### config.mk
export PLATFORM = sky130hd
export DESIGN_NAME = length_prefixed_word_packet_parser_top
export DESIGN_NICKNAME = d
export VERILOG_FILES = /design/src/lpwpp_pkg.sv /design/src/lpwpp_front.sv /design/src/lpwpp_queue.sv /design/src/lpwpp_back.sv /design/src/length_prefixed_word_packet_parser_top.sv
export SDC_FILE = /design/constraint.sdc
export NUM_CORES = 1
export LEC_CHECK = 0
export BUFFER_PORTS_ARGS = -buffer_cell sky130_fd_sc_hd__buf_2
export CAP_MARGIN = 20
export CORE_ASPECT_RATIO = 0.75
export CORE_MARGIN = 10
export CORE_UTILIZATION = 26
export CTS_CLUSTER_SIZE = 16
export DETAILED_ROUTE_END_ITERATION = 10
export GPL_ROUTABILITY_DRIVEN = 0
export PLACE_DENSITY_LB_ADDON = 0.1
export SETUP_SLACK_MARGIN = 0.2
export SLEW_MARGIN = 20
export SYNTH_ARGS = -nofsm -noshare
export SYNTH_HDL_FRONTEND = slang
export SYNTH_SLANG_ARGS = --single-unit
export TNS_END_PERCENT = 30
### constraint.sdc
create_clock -name i_clk -period 8.1 [get_ports i_clk]
set_clock_uncertainty 0.2 [all_clocks]
set_input_delay 2.025 -clock i_clk [delete_from_list [all_inputs] [get_ports i_clk]]
set_output_delay 2.025 -clock i_clk [all_outputs]
set_load 0.03 [all_outputs]
### src/lpwpp_pkg.sv
// ----------------------------------------------------------------------------
// lpwpp_pkg
// Shared types and codes for the length-prefixed word packet parser.
// ----------------------------------------------------------------------------
package lpwpp_pkg;

    localparam int unsigned QUEUE_DEPTH_DEF = 4;
    localparam logic [30:0] MAX_SIZE_RESET  = 31'd16384;

    // event kinds
    localparam logic [1:0] EV_HEADER   = 2'd0;
    localparam logic [1:0] EV_DATA     = 2'd1;
    localparam logic [1:0] EV_WORD_END = 2'd2;
    localparam logic [1:0] EV_ERROR    = 2'd3;

    // error codes
    localparam logic [1:0] ERR_NONE     = 2'd0;
    localparam logic [1:0] ERR_OVERSIZE = 2'd1;
    localparam logic [1:0] ERR_TRUNC    = 2'd2;
    localparam logic [1:0] ERR_BAD_TERM = 2'd3;

    typedef struct packed {
        logic [7:0] data_byte;
        logic       end_of_buffer;
    } t_in;

    typedef struct packed {
        logic [1:0]         event_kind;
        logic               from_client;
        logic               is_response;
        logic [29:0]        sequence_number;
        logic signed [31:0] declared_size;
        logic [30:0]        word_count;
        logic [30:0]        word_position;
        logic [7:0]         word_data;
        logic [1:0]         error_code;
        logic               packet_done;
    } t_out;

endpackage

### src/lpwpp_front.sv
// ----------------------------------------------------------------------------
// lpwpp_front
// Byte-level parser: assembles header and length words, tracks words and
// bytes, and pushes at most one result per accepted byte into the queue.
// ----------------------------------------------------------------------------
module lpwpp_front (
    input  logic               i_clk,
    input  logic               i_rst_n,
    input  logic               i_in_valid,
    input  lpwpp_pkg::t_in     i_in_data,
    output logic               o_in_stall,
    input  logic               i_cfg_valid,
    input  logic [30:0]        i_cfg_data,
    input  logic               i_q_full,
    output logic               o_push,
    output lpwpp_pkg::t_out    o_push_data
);
    import lpwpp_pkg::*;

    typedef enum logic [2:0] {
        PH_SEQ, PH_SIZE, PH_COUNT, PH_WLEN, PH_WDATA, PH_WTERM, PH_SKIP
    } t_phase;

    t_phase      r_phase, n_phase;
    logic [1:0]  r_cnt, n_cnt;
    logic [31:0] r_asm, n_asm;
    logic [31:0] r_seq, n_seq;
    logic [31:0] r_size, n_size;
    logic [30:0] r_words, n_words;
    logic [30:0] r_wbytes, n_wbytes;
    logic [30:0] r_cur, n_cur;
    logic [30:0] r_max;

    logic        accept;
    logic [7:0]  b;
    logic        eob;
    logic [31:0] w;
    logic [30:0] cnt_val;
    logic [30:0] words_dec;
    logic        do_err;
    logic        do_finish;
    logic [1:0]  err_code;
    t_out        res;
    logic        res_valid;

    assign o_in_stall = i_q_full;
    assign accept     = i_in_valid && !i_q_full;
    assign b          = i_in_data.data_byte;
    assign eob        = i_in_data.end_of_buffer;
    assign w          = {b, r_asm[23:0]};
    assign cnt_val    = w[31] ? '0 : w[30:0];
    assign words_dec  = (r_words != '0) ? r_words - 31'd1 : r_words;

    always_comb begin
        n_phase   = r_phase;
        n_cnt     = r_cnt;
        n_asm     = r_asm;
        n_seq     = r_seq;
        n_size    = r_size;
        n_words   = r_words;
        n_wbytes  = r_wbytes;
        n_cur     = r_cur;
        do_err    = 1'b0;
        do_finish = 1'b0;
        err_code  = ERR_NONE;
        res       = '0;
        res_valid = 1'b0;

        if (accept) begin
            case (r_phase)
                PH_SEQ, PH_SIZE, PH_COUNT, PH_WLEN: begin
                    if (r_cnt != 2'd3) begin
                        n_asm[{r_cnt, 3'b000} +: 8] = b;
                        n_cnt = r_cnt + 2'd1;
                        if (eob) begin
                            do_err   = 1'b1;
                            err_code = ERR_TRUNC;
                        end
                    end else begin
                        n_cnt = '0;
                        n_asm = '0;
                        case (r_phase)
                            PH_SEQ: begin
                                n_seq = w;
                                if (eob) begin
                                    do_err   = 1'b1;
                                    err_code = ERR_TRUNC;
                                end else begin
                                    n_phase = PH_SIZE;
                                end
                            end
                            PH_SIZE: begin
                                n_size = w;
                                // negative sizes are never oversize
                                if (!w[31] && (w[30:0] > r_max)) begin
                                    do_err   = 1'b1;
                                    err_code = ERR_OVERSIZE;
                                end else if (eob) begin
                                    do_err   = 1'b1;
                                    err_code = ERR_TRUNC;
                                end else begin
                                    n_phase = PH_COUNT;
                                end
                            end
                            PH_COUNT: begin
                                if ((cnt_val != '0) && eob) begin
                                    do_err   = 1'b1;
                                    err_code = ERR_TRUNC;
                                end else begin
                                    res_valid           = 1'b1;
                                    res.event_kind      = EV_HEADER;
                                    res.from_client     = r_seq[31];
                                    res.is_response     = r_seq[30];
                                    res.sequence_number = r_seq[29:0];
                                    res.declared_size   = r_size;
                                    res.word_count      = cnt_val;
                                    n_words             = cnt_val;
                                    n_cur               = '0;
                                    if (cnt_val == '0) begin
                                        res.packet_done = 1'b1;
                                        do_finish       = 1'b1;
                                    end else begin
                                        n_phase = PH_WLEN;
                                    end
                                end
                            end
                            default: begin
                                // word length; a negative length can never fit
                                if (w[31] || eob) begin
                                    do_err   = 1'b1;
                                    err_code = ERR_TRUNC;
                                end else begin
                                    n_wbytes = w[30:0];
                                    n_phase  = (w[30:0] == '0) ? PH_WTERM : PH_WDATA;
                                end
                            end
                        endcase
                    end
                end
                PH_WDATA: begin
                    if (eob) begin
                        do_err   = 1'b1;
                        err_code = ERR_TRUNC;
                    end else begin
                        res_valid         = 1'b1;
                        res.event_kind    = EV_DATA;
                        res.word_position = r_cur;
                        res.word_data     = b;
                        n_wbytes          = r_wbytes - 31'd1;
                        if (r_wbytes == 31'd1) begin
                            n_phase = PH_WTERM;
                        end
                    end
                end
                PH_WTERM: begin
                    if (b != 8'd0) begin
                        do_err   = 1'b1;
                        err_code = ERR_BAD_TERM;
                    end else if ((r_words > 31'd1) && eob) begin
                        do_err   = 1'b1;
                        err_code = ERR_TRUNC;
                    end else begin
                        res_valid         = 1'b1;
                        res.event_kind    = EV_WORD_END;
                        res.word_position = r_cur;
                        n_words           = words_dec;
                        n_cur             = r_cur + 31'd1;
                        if (words_dec == '0) begin
                            res.packet_done = 1'b1;
                            do_finish       = 1'b1;
                        end else begin
                            n_phase = PH_WLEN;
                        end
                    end
                end
                PH_SKIP: begin
                    if (eob) begin
                        n_phase = PH_SEQ;
                    end
                end
                default: begin
                    n_phase = PH_SEQ;
                end
            endcase

            if (do_err) begin
                res_valid       = 1'b1;
                res             = '0;
                res.event_kind  = EV_ERROR;
                res.error_code  = err_code;
                res.packet_done = 1'b1;
                do_finish       = 1'b1;
            end
            // drop trailing bytes until the buffer ends
            if (do_finish) begin
                n_phase = eob ? PH_SEQ : PH_SKIP;
                n_cnt   = '0;
                n_asm   = '0;
            end
        end
    end

    assign o_push      = res_valid;
    assign o_push_data = res;

    always_ff @(posedge i_clk) begin
        if (!i_rst_n) begin
            r_phase  <= PH_SEQ;
            r_cnt    <= '0;
            r_asm    <= '0;
            r_seq    <= '0;
            r_size   <= '0;
            r_words  <= '0;
            r_wbytes <= '0;
            r_cur    <= '0;
            r_max    <= MAX_SIZE_RESET;
        end else begin
            r_phase  <= n_phase;
            r_cnt    <= n_cnt;
            r_asm    <= n_asm;
            r_seq    <= n_seq;
            r_size   <= n_size;
            r_words  <= n_words;
            r_wbytes <= n_wbytes;
            r_cur    <= n_cur;
            if (i_cfg_valid) begin
                r_max <= i_cfg_data;
            end
        end
    end

endmodule

### src/lpwpp_queue.sv
// ----------------------------------------------------------------------------
// lpwpp_queue
// Short result queue between the parser and the output stage.
// ----------------------------------------------------------------------------
module lpwpp_queue #(
    parameter int unsigned DEPTH = lpwpp_pkg::QUEUE_DEPTH_DEF
) (
    input  logic            i_clk,
    input  logic            i_rst_n,
    input  logic            i_push,
    input  lpwpp_pkg::t_out i_push_data,
    input  logic            i_pop,
    output lpwpp_pkg::t_out o_head,
    output logic            o_empty,
    output logic            o_full
);
    import lpwpp_pkg::*;

    localparam int unsigned PW = (DEPTH > 1) ? $clog2(DEPTH) : 1;
    localparam int unsigned CW = $clog2(DEPTH + 1);
    localparam logic [PW-1:0] LAST = PW'(DEPTH - 1);
    localparam logic [CW-1:0] FULL_CNT = CW'(DEPTH);

    t_out          r_mem [DEPTH];
    logic [PW-1:0] r_wr, r_rd;
    logic [CW-1:0] r_count;

    assign o_empty = (r_count == '0);
    assign o_full  = (r_count == FULL_CNT);
    assign o_head  = r_mem[r_rd];

    always_ff @(posedge i_clk) begin
        if (i_push) begin
            r_mem[r_wr] <= i_push_data;
        end
    end

    always_ff @(posedge i_clk) begin
        if (!i_rst_n) begin
            r_wr    <= '0;
            r_rd    <= '0;
            r_count <= '0;
        end else begin
            if (i_push) begin
                r_wr <= (r_wr == LAST) ? '0 : r_wr + PW'(1);
            end
            if (i_pop) begin
                r_rd <= (r_rd == LAST) ? '0 : r_rd + PW'(1);
            end
            if (i_push && !i_pop) begin
                r_count <= r_count + CW'(1);
            end else if (i_pop && !i_push) begin
                r_count <= r_count - CW'(1);
            end
        end
    end

endmodule

### src/lpwpp_back.sv
// ----------------------------------------------------------------------------
// lpwpp_back
// Output stage: pulls results from the queue into the output register and
// holds them until the downstream side takes the transfer.
// ----------------------------------------------------------------------------
module lpwpp_back (
    input  logic            i_clk,
    input  logic            i_rst_n,
    input  lpwpp_pkg::t_out i_head,
    input  logic            i_empty,
    output logic            o_pop,
    output logic            o_out_valid,
    input  logic            i_out_stall,
    output lpwpp_pkg::t_out o_out_data
);
    import lpwpp_pkg::*;

    logic r_valid;
    t_out r_data;

    // refill when the register is empty or its transfer completes now
    assign o_pop = !i_empty && (!r_valid || !i_out_stall);

    always_ff @(posedge i_clk) begin
        if (!i_rst_n) begin
            r_valid <= 1'b0;
        end else if (o_pop) begin
            r_valid <= 1'b1;
        end else if (!i_out_stall) begin
            r_valid <= 1'b0;
        end
    end

    always_ff @(posedge i_clk) begin
        if (o_pop) begin
            r_data <= i_head;
        end
    end

    assign o_out_valid = r_valid;
    assign o_out_data  = r_data;

endmodule

### src/length_prefixed_word_packet_parser_top.sv
// ----------------------------------------------------------------------------
// length_prefixed_word_packet_parser_top
// Deframes a byte stream of length-prefixed word packets into header, word
// byte, word end and error events.
//
//   channel | direction | handshake           | payload
//   --------+-----------+---------------------+---------------------------
//   in      | input     | i_in_valid/o_in_stall   | t_in  (byte, end flag)
//   out     | output    | o_out_valid/i_out_stall | t_out (one event)
//   cfg     | input     | i_cfg_valid/o_cfg_ready | max packet size, 31 bits
//
// One byte is taken per cycle while the result queue has room.
// A result passes from the parser into the queue and from the queue into
// the output register.
// Input stalls only when the QUEUE_DEPTH-entry result queue is full.
// Reset is synchronous; it restores the parser and the size limit (16384).
// ----------------------------------------------------------------------------
module length_prefixed_word_packet_parser_top #(
    parameter int unsigned QUEUE_DEPTH = lpwpp_pkg::QUEUE_DEPTH_DEF
) (
    input  logic            i_clk,
    input  logic            i_rst_n,
    input  logic            i_in_valid,
    output logic            o_in_stall,
    input  lpwpp_pkg::t_in  i_in_data,
    output logic            o_out_valid,
    input  logic            i_out_stall,
    output lpwpp_pkg::t_out o_out_data,
    input  logic            i_cfg_valid,
    output logic            o_cfg_ready,
    input  logic [30:0]     i_cfg_data
);
    import lpwpp_pkg::*;

    logic q_full;
    logic q_empty;
    logic push;
    logic pop;
    t_out push_data;
    t_out head;

    assign o_cfg_ready = 1'b1;

    lpwpp_front u_front (
        .i_clk       (i_clk),
        .i_rst_n     (i_rst_n),
        .i_in_valid  (i_in_valid),
        .i_in_data   (i_in_data),
        .o_in_stall  (o_in_stall),
        .i_cfg_valid (i_cfg_valid),
        .i_cfg_data  (i_cfg_data),
        .i_q_full    (q_full),
        .o_push      (push),
        .o_push_data (push_data)
    );

    lpwpp_queue #(
        .DEPTH (QUEUE_DEPTH)
    ) u_queue (
        .i_clk       (i_clk),
        .i_rst_n     (i_rst_n),
        .i_push      (push),
        .i_push_data (push_data),
        .i_pop       (pop),
        .o_head      (head),
        .o_empty     (q_empty),
        .o_full      (q_full)
    );

    lpwpp_back u_back (
        .i_clk       (i_clk),
        .i_rst_n     (i_rst_n),
        .i_head      (head),
        .i_empty     (q_empty),
        .o_pop       (pop),
        .o_out_valid (o_out_valid),
        .i_out_stall (i_out_stall),
        .o_out_data  (o_out_data)
    );

endmodule

=== Word-level counts from Yosys, hierarchy flattened ===
Memory sizes are Yosys's and may differ from the RTL's. A register that Yosys moved wholly into a read port is not among the register bits.
Cells that the tools add are included.

* Input port bits: 45
* Memories: 1
* Flip-flop bits (word level): 233
* Memory bits (writable): 556

* Equal/unequal tests: 33
* Multiplexer cells: 105
* Magnitude comparators: 2
* Bitwise logic cells: 1
* Shift-type cells: 2
* Reductions and logical operators: 36
* $add $sub $neg: 9

{| class="wikitable"
|+ Memories
! name !! words !! bits a word !! rd ports !! clocked after Yosys merged registers in !! write ports !! line !! text
|-
| u_queue.r_mem || 4 || 139 || 1 || 1 || 1 || lpwpp_queue.sv:24 || <nowiki>t_out r_mem [DEPTH];</nowiki>
|}

{| class="wikitable"
|+ Operators with widths
! operator !! number
|-
| two-way mux 31 bit || 18
|-
| two-way mux 139 bit || 2
|-
| one-hot mux 31 bit (2 select lines) || 4
|-
| two-way mux 97 bit || 2
|-
| two-way mux 95 bit || 2
|-
| two-way mux 32 bit || 3
|-
| logical NOT 31 bit || 3
|-
| nonzero test 31 bit || 2
|-
| subtractor 31 x 1 -> 31 bit, second input constant || 2
|-
| two-way mux 3 bit || 17
|-
| two-way mux 39 bit || 1
|-
| bitwise mux 32 bit || 1
|-
| variable shift 8 x 7 -> 32 bit, first input constant || 1
|-
| indexed part select 8 x 7 -> 32 bit || 1
|-
| adder 31 x 1 -> 31 bit, second input constant || 1
|-
| == test 31 x 1 -> 1 bit, second input constant || 1
|-
| > comparator 31 x 1 -> 1 bit, second input constant || 1
|-
| > comparator 31 bit || 1
|-
| two-way mux 1 bit || 31
|-
| two-way mux 2 bit || 14
|-
| one-hot mux 2 bit (3 select lines) || 3
|-
| inequality test 2 bit, second input constant || 8
|-
| AND reduction 14 bit || 1
|-
| == test 3 bit, second input constant || 4
|-
| other kinds (32) || 64
|}

=== Logic depth before layout (Yosys ltp) ===
* Word-level depth: 14
* Gate-level depth with buffers: 17
* Mapped depth without buffers: 16

=== Hierarchy ===
Synthesis repeated with hierarchy kept, for this count alone.

* Cell total of the unflattened synthesis: 2571
* Area total of the unflattened synthesis: 37299.5 µm²

{| class="wikitable"
|+ By module, submodules not included
! module !! sequential area each (µm²) !! cells each !! instances !! area each (µm²)
|-
| lpwpp_queue || 16876.2 || 770 || 1 || 20528.4
|-
| lpwpp_front || 4344.2 || 1656 || 1 || 12545.8
|-
| lpwpp_back || 4194.0 || 143 || 1 || 4214.0
|-
| length_prefixed_word_packet_parser_top || 0.0 || 2 || 1 || 11.3
|}

=== Least setup slack after synthesis ===
No wires, ideal clock.

* Kind: in2reg
* From: in i_in_data[3] in the netlist's numbering
* To: mem u_queue.r_mem[1][0] in the netlist's numbering (enable)
* Arrival: 7.216 ns
* Setup time: 0.515 ns
* Data required time: 7.385 ns
* Stages on the path: 10
* Path slack: 0.169 ns
* Path through: ha_1 nand4_1 or4_1 nor3_1 a22o_1 nor3_1 o21ai_4 o311a_1 clkbuf_1 and2_1

* Longest elaborated chain between the ends: 12
* Elaborated cells between the ends (all ways): 22

{| class="wikitable"
|+ RTL lines
! what !! line !! text
|-
| start, declared || length_prefixed_word_packet_parser_top.sv:25 || <nowiki>input lpwpp_pkg::t_in i_in_data,</nowiki>
|-
| parallel branches: the longest is 8 deep, another holds > comparator 31 bit || -- ||
|-
| two-way mux 1 bit (*) || lpwpp_front.sv:186 || <nowiki>if (do_err) begin</nowiki>
|-
| two-way mux 1 bit (*) || lpwpp_front.sv:69 || <nowiki>if (accept) begin</nowiki>
|-
| net push || length_prefixed_word_packet_parser_top.sv:37 || <nowiki>logic push;</nowiki>
|-
| two-way mux 1 bit (*) || lpwpp_queue.sv:33 || <nowiki>if (i_push) begin</nowiki>
|-
| two-way mux 1 bit (not written as such) (*) || lpwpp_queue.sv:34 || <nowiki>r_mem[r_wr] <= i_push_data;</nowiki>
|-
| end, declared || lpwpp_queue.sv:24 ||
|}

Mark *: on every way through the listed nets, which the timed path passes. The select of a mux whose other input is x is not followed.

=== Worst setup path in the final report ===
* From: in i_in_data[3] in the netlist's numbering
* To: mem u_queue.r_mem[3][58] in the netlist's numbering (enable)

* Longest elaborated chain between the ends: 12
* Elaborated cells between the ends (all ways): 22

{| class="wikitable"
|+ RTL lines
! what !! line
|-
| parallel branches: the longest is 8 deep, another holds > comparator 31 bit || --
|-
| two-way mux 1 bit (*) || lpwpp_front.sv:186
|-
| two-way mux 1 bit (*) || lpwpp_front.sv:69
|-
| two-way mux 1 bit (*) || lpwpp_queue.sv:33
|-
| two-way mux 1 bit (not written as such) (*) || lpwpp_queue.sv:34
|}

Mark *: on every way between the ends. The select of a mux whose other input is x is not followed.

==> results.json <==
{
  "status": "finished clean",
  "slowest_delay_ns": 0.68,
  "relSlewSlack": 0.281,
  "max-vdd-ir-drop_uv": 188,
  "fill_cells": 13997,
  "cts_resized": 0,
  "grt_pass1_wl_um": 165000,
  "final_cell_mix": "695 x edfxtp_1, 254 x nor2_1, 223 x dfxtp_1, 185 x buf_2, 139 x mux4_2",
  "power_mw": 13.9,
  "core_sq_um": 141000,
  "cts_tree": "built",
  "routed_wl_um": 116000,
  "fp-row-count": 119,
  "dr_wl_met3_um": 6030,
  "synthXorXnorAreaFrac": 0.00855,
  "dominantRegCellSynth": "edfxtp_1",
  "drive_above_1_share": 0.206,
  "seq_area_sq_um": 25400,
  "cp_max_fo": 67,
  "synthMuxAreaShare": 0.107,
  "grt_remaining_overflow": 0,
  "cp-start-kind": "primary input",
  "syn_area_per_cell_sq_um": 14.8,
  "yosysSeqAreaShare": 0.688,
  "async_flop_share": 0,
  "setup_violations": 0,
  "path_class": "primary input to register",
  "grt_pass1_vias": 22143,
  "cts_hold_buf": 0,
  "grt_start_max_net_pins": 115,
  "slowest_stage": "and2_4",
  "r2r-start": "u_front.r_asm[6]$_SDFFE_PN0P_",
  "die_h_um": 346,
  "synth_area_sq_um": 36900,
  "finalHoldWorstSlack_ns": 0.276,
  "powerDensity_nw_per_um2": 320,
  "initial_core_util": 0.262,
  "startpoint": "i_in_data[3]",
  "cts_buffers": 101,
  "wl_per_cell_um": 24.9,
  "synth_fp_nets": 2580,
  "cp.depth": 11,
  "min-delay-start": "u_front.r_wbytes[13]$_SDFFE_PN0P_",
  "crit_path_end_kind": "register",
  "synth_seq_cells": 920,
  "rsz0062_at_grt": "no",
  "drc": 0,
  "yosys-top-cells-area": "edfxtp_1 57%, dfxtp_1 12%, mux4_2 8.5%",
  "layout_commonest_cell": "edfxtp_1",
  "crit_chain": "buf_2 > ha_1 > nand4_1 > or4_1 > nor3_1 > a22o_1 > nor3_1 > o21ai_4 > o311a_1 > and2_4 > buf_12",
  "reg2reg_setup_slack_ns": 2.97,
  "final_max_slew_viol_count": 0,
  "critical_path.top_delay_family": "simple AND/OR/NAND/NOR gates",
  "rr_worst_depth": 12,
  "num_io_pins": 187,
  "die_area_sq_um": 157000,
  "cp.arrival_ns": 5.76,
  "h-tree-depth": 3,
  "vias_per_cell": 4.74,
  "met1_length_um": 52400,
  "clk_pin_slew_worst_paths_ns": 0.06,
  "clockRootBuffer": "clkbuf_16",
  "p_leak_nw": 15.2,
  "cp.required_ns": 8.24,
  "tightest_slew_ns": 1.07,
  "clk_latency_ns": 0.71,
  "synth_top_family_by_area": "multiplexers",
  "synthAdderAreaFrac": 0.0165,
  "dp_hpwl_um": 73000,
  "drtPass1Iterations": 5,
  "path_buf_inv": 2,
  "r2r_end": "u_queue.r_mem[3][58]$_DFFE_PP_",
  "portBuffers": 185,
  "nets": 2783,
  "wl_met2_um": 53800,
  "maxCapViolCount": 0,
  "synth.top_cell.area_share": 0.566,
  "areaGrowthSynthToFinish_pct": 17.8,
  "ant_nets": 0,
  "grtUsageTotal": 0.143,
  "top_layer_used": "met5",
  "synth_edf_count": 695,
  "crit_path_end": "u_queue.r_mem[3][58]$_DFFE_PP_",
  "cts_setup_buffers": 0,
  "layout_min_cycle_time_ns": 5.63,
  "synth_simple_gate_area_share": 0.0966,
  "crit_path_frequent_cell": "nor3_1",
  "syn_inst": 2487,
  "tns_ns": 0,
  "hold_violations": 0,
  "yosysWarnings": 0,
  "fin_crit_sh": 0.695,
  "multiInputGateArea_sq_um": 10800,
  "ys_types": 79,
  "die_x_um": 455,
  "antenna_found_initial": 22,
  "synth_top_cell_by_area": "edfxtp_1",
  "dr.first_iter.drc_count": 1785,
  "vias": 22067,
  "synth-compound-area-share": 0.0614,
  "clockBufferDepth": 3,
  "fmaxAchievable_ghz": 0.178,
  "final_util": 0.309,
  "worst_hold_path_type": "register to register",
  "clock_sinks": 920
}
[stage by stage]
step / setup slack [ns] / instance area [sq um] / std cells
2_1_floorplan: 0.169 / 36900 / 2487
3_3_place_gp: 1.79 / 40200 / 4461
3_5_place_dp: 1.74 / 40200 / 4461
4_1_cts: 2.53 / 43400 / 4650
5_1_grt: 2.31 / 43400 / 4652
6_report: 2.47 / 43400 / 4653
[kinds of logic (layout without fill, tap and decap cells)]
group / after synthesis / in the layout
AO/OA/AOI/OAI: 349 / 349
other: 1 / 3
flip-flops: 920 / 920
multiplexers: 220 / 220
XOR/XNOR: 36 / 36
adder cells (fa/ha/maj): 48 / 48
AND/OR/NAND/NOR: 707 / 707
buffers and inverters: 206 / 495
[state kept, by name, indices dropped and copies added, names as in the netlist, 31 cells and up]
register and cells:
u_queue.r_mem 556, u_back.o_out_data 139, u_front.r_size 32, u_front.r_words 31
u_front.r_wbytes 31, u_front.r_cur 31, u_front.r_seq 32, u_front.r_max 31
[area by class of cell]
type                       count  area share
multi-input combinational   1361       0.248
clock buffer                 142      0.0638
timing repair buffer         241      0.0336
tap                         1875      0.0540
clock inverter                47      0.0109
inverter                      65     0.00579
antenna                        2    0.000115
sequential                   920       0.584
[power breakdown]
part           total (mW)  switching [mW]  internal [mW]
clock network        4.55            1.96           2.59
registers            6.19           0.331           5.86
logic                3.16            2.14           1.02
total                13.9            4.43           9.47
[tightest hold or removal path, stage by stage (launching register included)]
cell and delay (ns):
dfxtp_1 0.33, inv_1 0.05, a21oi_1 0.05
[cells in the mapped netlist (5+ instances only)]
| master | count |
|---|---|
| xnor2_1 | 18 |
| and2_1 | 104 |
| mux4_2 | 139 |
| a21oi_1 | 109 |
| a22o_1 | 19 |
| a311oi_1 | 9 |
| ha_1 | 47 |
| o21ai_0 | 85 |
| and4_1 | 8 |
| nor2_1 | 254 |
| nand2_1 | 102 |
| o31ai_1 | 13 |
| a211oi_1 | 18 |
| edfxtp_1 | 695 |
| nor4_1 | 28 |
| a22oi_1 | 13 |
| nand3_1 | 45 |
| buf_1 | 31 |
| nand4_1 | 23 |
| inv_1 | 64 |
| or2_2 | 6 |
| o22ai_1 | 9 |
| dfxtp_1 | 225 |
| nor3_1 | 40 |
| a31oi_1 | 7 |
| and3_1 | 40 |
| buf_2 | 5 |
| o21a_1 | 5 |
| a221oi_1 | 8 |
| xor2_1 | 18 |
| or3_1 | 17 |
| nand2b_1 | 5 |
| or4_1 | 7 |
| mux2i_1 | 81 |
| clkbuf_1 | 101 |
| o211ai_1 | 8 |
[worst min-delay path by stage]
stage,to,slack (ns),cells after the start
floorplan,u_front.r_wbytes[13]$_SDFFE_PN0P_,0.24,2
global placement,u_front.r_wbytes[13]$_SDFFE_PN0P_,0.26,2
detailed placement,u_front.r_wbytes[13]$_SDFFE_PN0P_,0.26,2
CTS,u_front.r_wbytes[13]$_SDFFE_PN0P_,0.27,2
global route,u_front.r_wbytes[13]$_SDFFE_PN0P_,0.29,2
finish,u_front.r_wbytes[13]$_SDFFE_PN0P_,0.28,2
[routing by layer]
metal	vias up	GRT usage
met4	6	0.0419
li1	9924	-
met3	181	0.0290
met1	11300	0.196
met2	656	0.229
met5	-	0
Note: power is estimated with default switching activity, not from simulation.
